### config.mk
export PLATFORM = sky130hd
export DESIGN_NAME = sorted_priority_queue_core
export DESIGN_NICKNAME = d
export VERILOG_FILES = /design/src/hdl/spq_pkg.sv /design/src/hdl/spq_cell.sv /design/src/hdl/sorted_priority_queue_core.sv
export SDC_FILE = /design/constraint.sdc
export NUM_CORES = 2
export LEC_CHECK = 0
export BUFFER_PORTS_ARGS = -buffer_cell sky130_fd_sc_hd__buf_2
export CORE_MARGIN = 2
export CORE_UTILIZATION = 40
export CTS_CLUSTER_DIAMETER = 100
export DETAILED_ROUTE_END_ITERATION = 6
export SETUP_SLACK_MARGIN = 0.2
export SKIP_CTS_REPAIR_TIMING = 1
export SYNTH_ARGS = -nofsm -noshare
export SYNTH_HDL_FRONTEND = slang
export SYNTH_SLANG_ARGS = --single-unit
export TNS_END_PERCENT = 10
### constraint.sdc
create_clock -name clk -period 7.15 [get_ports clk]
set_input_delay 0.3575 -clock clk [delete_from_list [all_inputs] [get_ports clk]]
set_output_delay 0.3575 -clock clk [all_outputs]
set_load 0.005 [all_outputs]
### src/hdl/spq_pkg.sv
// shared types and constants of the sorted priority queue
package spq_pkg;

  localparam int CAPACITY_DEF = 16;
  localparam int DATA_W       = 32;
  localparam int COUNT_W      = 5;

  // action codes
  localparam logic ACT_ENQ = 1'b0;
  localparam logic ACT_DEQ = 1'b1;

  // status codes
  localparam logic [1:0] ST_OK        = 2'd0;
  localparam logic [1:0] ST_OVERFLOW  = 2'd1;
  localparam logic [1:0] ST_UNDERFLOW = 2'd2;

  // broadcast control from the top level to every cell
  typedef struct packed {
    logic                     enq_en;
    logic                     deq_en;
    logic signed [DATA_W-1:0] value;
  } cell_ctrl_t;

endpackage

### src/hdl/spq_cell.sv
// one slot of the sorted register chain
module spq_cell (
  input  logic                             clk,
  input  spq_pkg::cell_ctrl_t              ctrl,
  input  logic                             occupied,
  input  logic                             left_shift,
  input  logic signed [spq_pkg::DATA_W-1:0] left_value,
  input  logic signed [spq_pkg::DATA_W-1:0] right_value,
  output logic                             shift,
  output logic signed [spq_pkg::DATA_W-1:0] slot_value
);

  logic signed [spq_pkg::DATA_W-1:0] slot;

  // slot sits at or behind the insert point: empty, or strictly greater
  assign shift      = !occupied || (slot > ctrl.value);
  assign slot_value = slot;

  // insert moves entries up one slot, dequeue moves them down one slot
  always_ff @(posedge clk) begin
    if (ctrl.enq_en && shift) begin
      slot <= left_shift ? left_value : ctrl.value;
    end else if (ctrl.deq_en) begin
      slot <= right_value;
    end
  end

endmodule

### src/hdl/sorted_priority_queue_core.sv
// sorted minimum priority queue: top level with the cell chain and result register
//
// Input channel (in_valid/in_ready): action 0 enqueues value, action 1 dequeues
// the smallest held value. Equal values leave in arrival order.
// Output channel (out_valid/out_ready): one result beat per input beat with
// result_value, status (ok, overflow, underflow), count, is_empty and is_full.
// The result is registered and appears in the cycle after the input beat is taken.
// Throughput: one item per cycle while the receiver does not stall. Every slot
// compares against the new value in parallel and takes its left or right
// neighbor in the same edge, so the chain of cells never holds up the input.
// A result held in the output register blocks the input only while the
// receiver stalls: in_ready is high whenever the output register is empty or
// being drained in the same cycle.
// Reset empties the queue (count to zero) and drops any pending result; slot
// contents are not cleared, only slots below the count are ever read.
// count is the held entry count modulo 32.
module sorted_priority_queue_core #(
  parameter int CAPACITY = spq_pkg::CAPACITY_DEF
) (
  input  logic                              clk,
  input  logic                              rst,
  input  logic                              in_valid,
  output logic                              in_ready,
  input  logic                              action,
  input  logic signed [spq_pkg::DATA_W-1:0] value,
  output logic                              out_valid,
  input  logic                              out_ready,
  output logic signed [spq_pkg::DATA_W-1:0] result_value,
  output logic [1:0]                        status,
  output logic [spq_pkg::COUNT_W-1:0]       count,
  output logic                              is_empty,
  output logic                              is_full
);

  localparam int CW = $clog2(CAPACITY + 1);

  logic [CW-1:0]                      held;
  logic [CW-1:0]                      held_next;
  logic                               accept;
  logic                               q_empty;
  logic                               q_full;
  spq_pkg::cell_ctrl_t                ctrl;
  logic [CAPACITY-1:0]                occ;
  logic [CAPACITY-1:0]                cell_shift;
  logic signed [spq_pkg::DATA_W-1:0]  cell_value [CAPACITY];
  logic signed [spq_pkg::DATA_W-1:0]  result_next;
  logic [1:0]                         status_next;

  assign in_ready = !out_valid || out_ready;
  assign accept   = in_valid && in_ready;
  assign q_empty  = (held == '0);
  assign q_full   = (held == CW'(CAPACITY));

  // control broadcast to the chain
  assign ctrl.enq_en = accept && (action == spq_pkg::ACT_ENQ) && !q_full;
  assign ctrl.deq_en = accept && (action == spq_pkg::ACT_DEQ) && !q_empty;
  assign ctrl.value  = value;

  // chain of cells, slot 0 holds the smallest value
  for (genvar i = 0; i < CAPACITY; i++) begin : g_cell
    logic                              l_shift;
    logic signed [spq_pkg::DATA_W-1:0] l_value;
    logic signed [spq_pkg::DATA_W-1:0] r_value;

    assign occ[i] = (CW'(i) < held);

    if (i == 0) begin : g_first
      assign l_shift = 1'b0;
      assign l_value = value;
    end else begin : g_mid
      assign l_shift = cell_shift[i-1];
      assign l_value = cell_value[i-1];
    end

    if (i == CAPACITY - 1) begin : g_last
      assign r_value = cell_value[i];
    end else begin : g_inner
      assign r_value = cell_value[i+1];
    end

    spq_cell u_cell (
      .clk         (clk),
      .ctrl        (ctrl),
      .occupied    (occ[i]),
      .left_shift  (l_shift),
      .left_value  (l_value),
      .right_value (r_value),
      .shift       (cell_shift[i]),
      .slot_value  (cell_value[i])
    );
  end

  // next count and result fields
  always_comb begin
    held_next   = held;
    result_next = '0;
    status_next = spq_pkg::ST_OK;
    unique case (action)
      spq_pkg::ACT_ENQ: begin
        if (q_full) begin
          status_next = spq_pkg::ST_OVERFLOW;
        end else begin
          held_next = held + CW'(1);
        end
      end
      spq_pkg::ACT_DEQ: begin
        if (q_empty) begin
          status_next = spq_pkg::ST_UNDERFLOW;
          result_next = '1;
        end else begin
          result_next = cell_value[0];
          held_next   = held - CW'(1);
        end
      end
      default: begin
        held_next = held;
      end
    endcase
  end

  // entry count
  always_ff @(posedge clk) begin
    if (rst) begin
      held <= '0;
    end else if (accept) begin
      held <= held_next;
    end
  end

  // output register control
  always_ff @(posedge clk) begin
    if (rst) begin
      out_valid <= 1'b0;
    end else if (accept) begin
      out_valid <= 1'b1;
    end else if (out_ready) begin
      out_valid <= 1'b0;
    end
  end

  // output register payload
  always_ff @(posedge clk) begin
    if (accept) begin
      result_value <= result_next;
      status       <= status_next;
      count        <= spq_pkg::COUNT_W'(held_next);
      is_empty     <= (held_next == '0);
      is_full      <= (held_next == CW'(CAPACITY));
    end
  end

endmodule

# Word level (Yosys, flattened, before mapping)

Cells that the tools add are included.

Input bits: 37
Output and inout port bits: 43
Bits in registers: 559

Reduce and logical (&&, ||, !) cells: 75
Bitwise operators: 1
Multiplexer cells: 54
Equal/unequal tests: 2
Order comparisons: 32
$add $sub $neg: 2

Operator list:

| cell                | count |
|---|---|
| $mux 32             | 46 |
| $gt 32x32->1        | 16 |
| $lt 4x5->1 const A  | 8 |
| $reduce_bool 2->1   | 16 |
| $logic_and 1x1->1   | 21 |
| $lt 3x5->1 const A  | 4 |
| $logic_not 1->1     | 19 |
| $logic_or 1x1->1    | 17 |
| $eq 5x5->1 const B  | 2 |
| $logic_not 5->1     | 2 |
| $lt 1x5->1 const A  | 2 |
| $lt 2x5->1 const A  | 2 |
| $mux 5              | 2 |
| $pmux 5 s2          | 1 |
| $add 5x1->5 const B | 1 |
| $sub 5x1->5 const B | 1 |
| $pmux 2 s2          | 1 |
| $mux 1              | 3 |
| $mux 2              | 1 |
| $not 1->1           | 1 |

# Logic depth before layout (Yosys ltp)

Word-level depth: 7
Gate-level depth with buffers: 13
Depth with buffers taken out: 10

# Hierarchy

A second synthesis with hierarchy kept.

Cells, all modules: 4432
Area total of the unflattened synthesis: 45139.5 um2

Modules (own cells, without submodules):

| module                     | times used | area each (um2) | seq. area each (um2) | cells each |
|---|---|---|---|---|
| spq_cell                   | 16         | 2676.3          | 960.9                | 263 |
| sorted_priority_queue_core | 1          | 2318.5          | 1351.3               | 224 |

# Worst setup path before layout

Ideal clock, no wire load.

Path kind: in2reg
From: in value[27] (netlist bit)
To: reg g_cell[14].u_cell.slot (netlist bit g_cell[14].u_cell.slot_value[0]) (enable)
Setup time: 0.466 ns
Path slack: 1.653 ns
Cell stages on the path: 11
Data arrival time: 5.032 ns
Cells stage by stage: inv_1 -> ha_1 -> nand4_1 -> or4_1 -> nor3_1 -> o31ai_1 -> and3b_1 -> or3_1 -> buf_6 -> buf_6 -> o21ai_0

Cells in the longest elaborated chain, start to end: 4

RTL lines:

| element                     | RTL line                         | source |
|---|---|---|
| from (decl)                 | sorted_priority_queue_core.sv:25 | `input logic signed [spq_pkg::DATA_W-1:0] value,` |
| $gt 32x32->1                | spq_cell.sv:16                   | `assign shift = !occupied \|\| (slot > ctrl.value);` |
| $logic_or 1x1->1            | spq_cell.sv:16                   |  |
| $logic_and 1x1->1           | spq_cell.sv:21                   | `if (ctrl.enq_en && shift) begin` |
| $reduce_bool 2->1 (no line) | --                               |  |
| to (signal assigned)        | spq_cell.sv:22                   | `slot <= left_shift ? left_value : ctrl.value;` |
| to (signal assigned)        | spq_cell.sv:24                   | `slot <= right_value;` |
| to (decl)                   | spq_cell.sv:13                   | `logic signed [spq_pkg::DATA_W-1:0] slot;` |

Every way passes these cells.
A chain may end at the register's enable or synchronous reset.

# Worst setup path after layout

From: in value[9] (netlist bit)
To: reg g_cell[8].u_cell.slot (netlist bit g_cell[8].u_cell.slot_value[10]), data pin

Cells in the longest elaborated chain, start to end: 4

RTL lines:

| element                                             | RTL line |
|---|---|
| $gt 32x32->1                                        | spq_cell.sv:16 |
| $logic_or 1x1->1                                    | spq_cell.sv:16 |
| $mux 32 / $logic_and 1x1->1 (equally long branches) | spq_cell.sv:22, spq_cell.sv:21 |
| $mux 32 (*)                                         | spq_cell.sv:21 |
| to (signal assigned)                                | spq_cell.sv:22 |
| to (signal assigned)                                | spq_cell.sv:24 |
| to (decl)                                           | spq_cell.sv:13 |

Mark *: on every way between the ends. The rest lies on a longest branch, timed or not.

==> run metrics <==
status=finished clean; first-pass GRT wire length=about 180 mm; Int Power=7130 uW; RR Startpoint=g_cell[14].u_cell.slot_value[27]; core area=0.0980 sq mm; total track usage=about 22%; register share of total power=43.3%; post-synth top area share=42.1%; clk sink count=roughly 560; layout cells sized above 1=approximately an eighth; clock share of power=between 30% and 40%; EDFF count, synth=around 550; crit path max fanout=34; critical path endpoint=g_cell[8].u_cell.slot_value[10]; global route overflow=0; CP max stage cell=nor2_4; vias in the first global route=a little under 30k; Root Driver=clkbuf_16; sum of negative setup slack=0 ns; r2r endpoint=g_cell[15].u_cell.slot_value[3]; Yosys cell types=73; Die Ht=318 microns; fill count=just over 9k; DPL Wire Length=roughly 86 mm; synthesis-to-layout area growth=10.2%; CP peak stage delay=0.85 ns; maximum vdd drop=0.000162 V; YS warnings=0; post-synthesis sequential area ratio=between 40% and 50%; R2R Setup Slk=2.73 ns; combinational power share=24.4%; P_leak=0.0179 uW; pre-CTS WS=around 1.8 ns; critical path cell sequence=buf_2 -> inv_1 -> ha_1 -> nand4_1 -> or4_1 -> a21o_1 -> o2111a_1 -> o211a_1 -> o21a_1 -> buf_4 -> nor2_4 -> mux2_2; WP data arrival=roughly 5 ns; fin. max-slew vios=0; CTS tree=built; RSZ-0062 raised after global routing=false; pin count of the biggest net entering global routing=between 60 and 70; Post-Syn Area per Cell=about 10 sq um; drc violations=0; placed cells=between 4k and 5k; power per cell area=approximately 240 mW/mm^2; WL/cell=about 23 microns; Die Area=between 0.1 and 0.15 sq mm; Max Cap Violations=0; Final nets=about 4.3k; storage element area=between 0.015 and 0.02 sq mm; crit path time final=about 4.7 ns; Util after Layout=between 40% and 50%; endpoint type of the worst setup path=flop; GPL Wtd Cong=just under 0.9; CTS Buf Count=67; Tcrit/Tclk final=66.1%; Finished Layout Cells=5119; CP required=~7.5 ns; routed wire length=116 mm; endpoints failing hold=0; Synth Cell Area=0.0394 sq mm; via density per instance=approximately 5.9; Vias=between 30k and 40k; cell count of the worst reg-to-reg path=9; ranking of synthesized cells by area=edfxtp_1 42%, ha_1 16%, mux2i_1 7.4%, a21oi_1 6.8%, mux2_2 4.5%; Die Span X=318 microns; Mapped Cells=about 3.8k; Peak Freq=roughly 210 MHz; row cnt=about 120; drt pass-1 iters=5; syn_nets=approximately 4.3k; CP Launch Type=primary input; Ports=80; Clock transition at path regs=0.06 ns; CTS max path bufs=3; Routed Antenna Nets=0; initial antenna violation count=2; starting density of the core=roughly two fifths; Setup Viol. Count Final=0; Setup WS post-layout=about 2.4 ns; Post-synth ARST share=0%; Synth area leader=edfxtp_1; Synth Register Bits=between 500 and 600; IO Port Bufs=79; footprint of the multi-input gates=approximately 0.022 sq mm; worst-margin pin slew=1.22 ns; worst rel slew slack=roughly 17%; H-Tree Depth=3; DRT iter0 DRCs=about 2.7k; Net Switching=about 3300 uW; Net Sw Frac=around a third; clk_lat worst skew=between 0.6 and 0.7 ns; Critical Path Start=value[9]; kind of critical path=primary input to flop; worst min path class=primary input to flop; Final Skew=between 0.015 and 0.02 ns; Top FF cell, synth=edfxtp_1
==> synth_stat cells, types with 8 or more instances <==
master      n
o21a_1     48
mux2_2    159
a31oi_1    40
edfxtp_1  553
ha_1      515
o21ai_0   206
or4_1       8
a211oi_1   10
inv_1      68
nor2b_1    31
mux2_4     27
buf_2      43
a21oi_1   535
nor4_1     19
buf_1      16
a221oi_1    9
clkbuf_1  138
nand2_1   308
nand2b_1   18
a21o_1     71
nor3_1     23
mux2i_1   293
nor2_1    335
and4_1     11
o211ai_1   25
nand3_1    38
nand4_1   104
==> worst max-delay path, delay by kind of cell <==
| family | cells | cell delay, ns |
|---|---|---|
| multiplexers | 1 | 0.42 |
| AND/OR/NAND/NOR | 3 | 1.72 |
| adder cells (fa/ha/maj) | 1 | 0.51 |
| AO/OA/AOI/OAI | 4 | 0.92 |
| buffers and inverters | 3 | 1.11 |
==> placed cells by master, fill, tap and decap left out, drive strengths merged, types with 5 or more instances in the layout <==
master / count
nand2b: 18
nand4: 104
nand3: 38
nor2: 336
a211oi: 11
a31oi: 40
or4: 8
clkinv: 22
and4: 11
o21a: 48
edfxtp: 553
ha: 515
a221oi: 9
clkbuf: 90
buf: 151
and2: 6
and3: 5
o211a: 6
mux2: 186
o211ai: 25
a21o: 71
a21oi: 536
nand2: 308
a211o: 5
mux2i: 293
a2111oi: 5
inv: 69
nor3: 24
o21ai: 209
nor4: 19
a2111o: 5
nor2b: 31
dfxtp: 6
==> cell families (layout without fill, tap and decap cells) <==
| logic type | count (synthesis) | after routing | share of synthesized area (%) |
|---|---|---|---|
| flip-flops | 559 | 559 | 42.4 |
| XOR/XNOR | 3 | 3 | 0.0667 |
| adder cells (fa/ha/maj) | 515 | 515 | 16.3 |
| AO/OA/AOI/OAI | 1013 | 1013 | 14.7 |
| buffers and inverters | 272 | 338 | 2.83 |
| other | 0 | 1 | 0 |
| AND/OR/NAND/NOR | 924 | 924 | 10.6 |
| multiplexers | 479 | 479 | 13.0 |
==> registers in the layout (all words and copies together), names as in the netlist <==
signal,cells
g_cell.u_cell.slot_value,512
result_value,32
count,5
held,5
status,2
is_empty,1
is_full,1
out_valid,1
==> metal layers <==
| metal | GRT usage, % | vias to the layer above | share of wire [%] |
|---|---|---|---|
| met5 | 0 | - | 0.0095 |
| met4 | 5.07 | 2 | 1.9 |
| met3 | 3.45 | 152 | 6.6 |
| met2 | 33.8 | 926 | 44 |
| met1 | 33.6 | 14900 | 48 |
| li1 | - | 14400 | - |
==> stage by stage <==
stage	hold slack, ns	area [sq um]	total power [uW]
6_report	0.271	43400	10400
5_1_grt	0.273	43400	11000
4_1_cts	-0.0461	43400	10500
3_5_place_dp	0.521	41300	7090
3_3_place_gp	0.509	41300	7010
2_1_floorplan	0.427	39400	6240
==> area by class of cell <==
| cell class | instances | area share [%] |
|---|---|---|
| diodes | 1 | 0.00576 |
| clock buffers | 90 | 4.30 |
| clock inverters | 26 | 0.461 |
| inverters | 68 | 0.588 |
| multi-input cells | 2934 | 50.2 |
| flip-flops and latches | 559 | 38.5 |
| well taps | 1287 | 3.71 |
| repair buffers | 154 | 2.22 |
==> power groups by stage <==
stage	Combinational [uW]	Clock, uW	Sequential, uW
global route	2850	3540	4560
finish	2540	3380	4520
global placement	2430	0	4590
detailed placement	2510	0	4580
CTS	2520	3430	4520
floorplan	1810	0	4430
==> how the worst min path moves through the flow <==
stage,end,startpoint,slack [ns],cells after the start
floorplan,out_valid,rst,0.43,1
global placement,out_valid,out_valid,0.51,2
detailed placement,out_valid,out_valid,0.52,2
CTS,out_valid,in_valid,-0.05,3
global route,g_cell[9].u_cell.slot_value[25],value[25],0.27,3
finish,g_cell[9].u_cell.slot_value[25],value[25],0.27,3
Note: power is estimated with default switching activity, not from simulation.
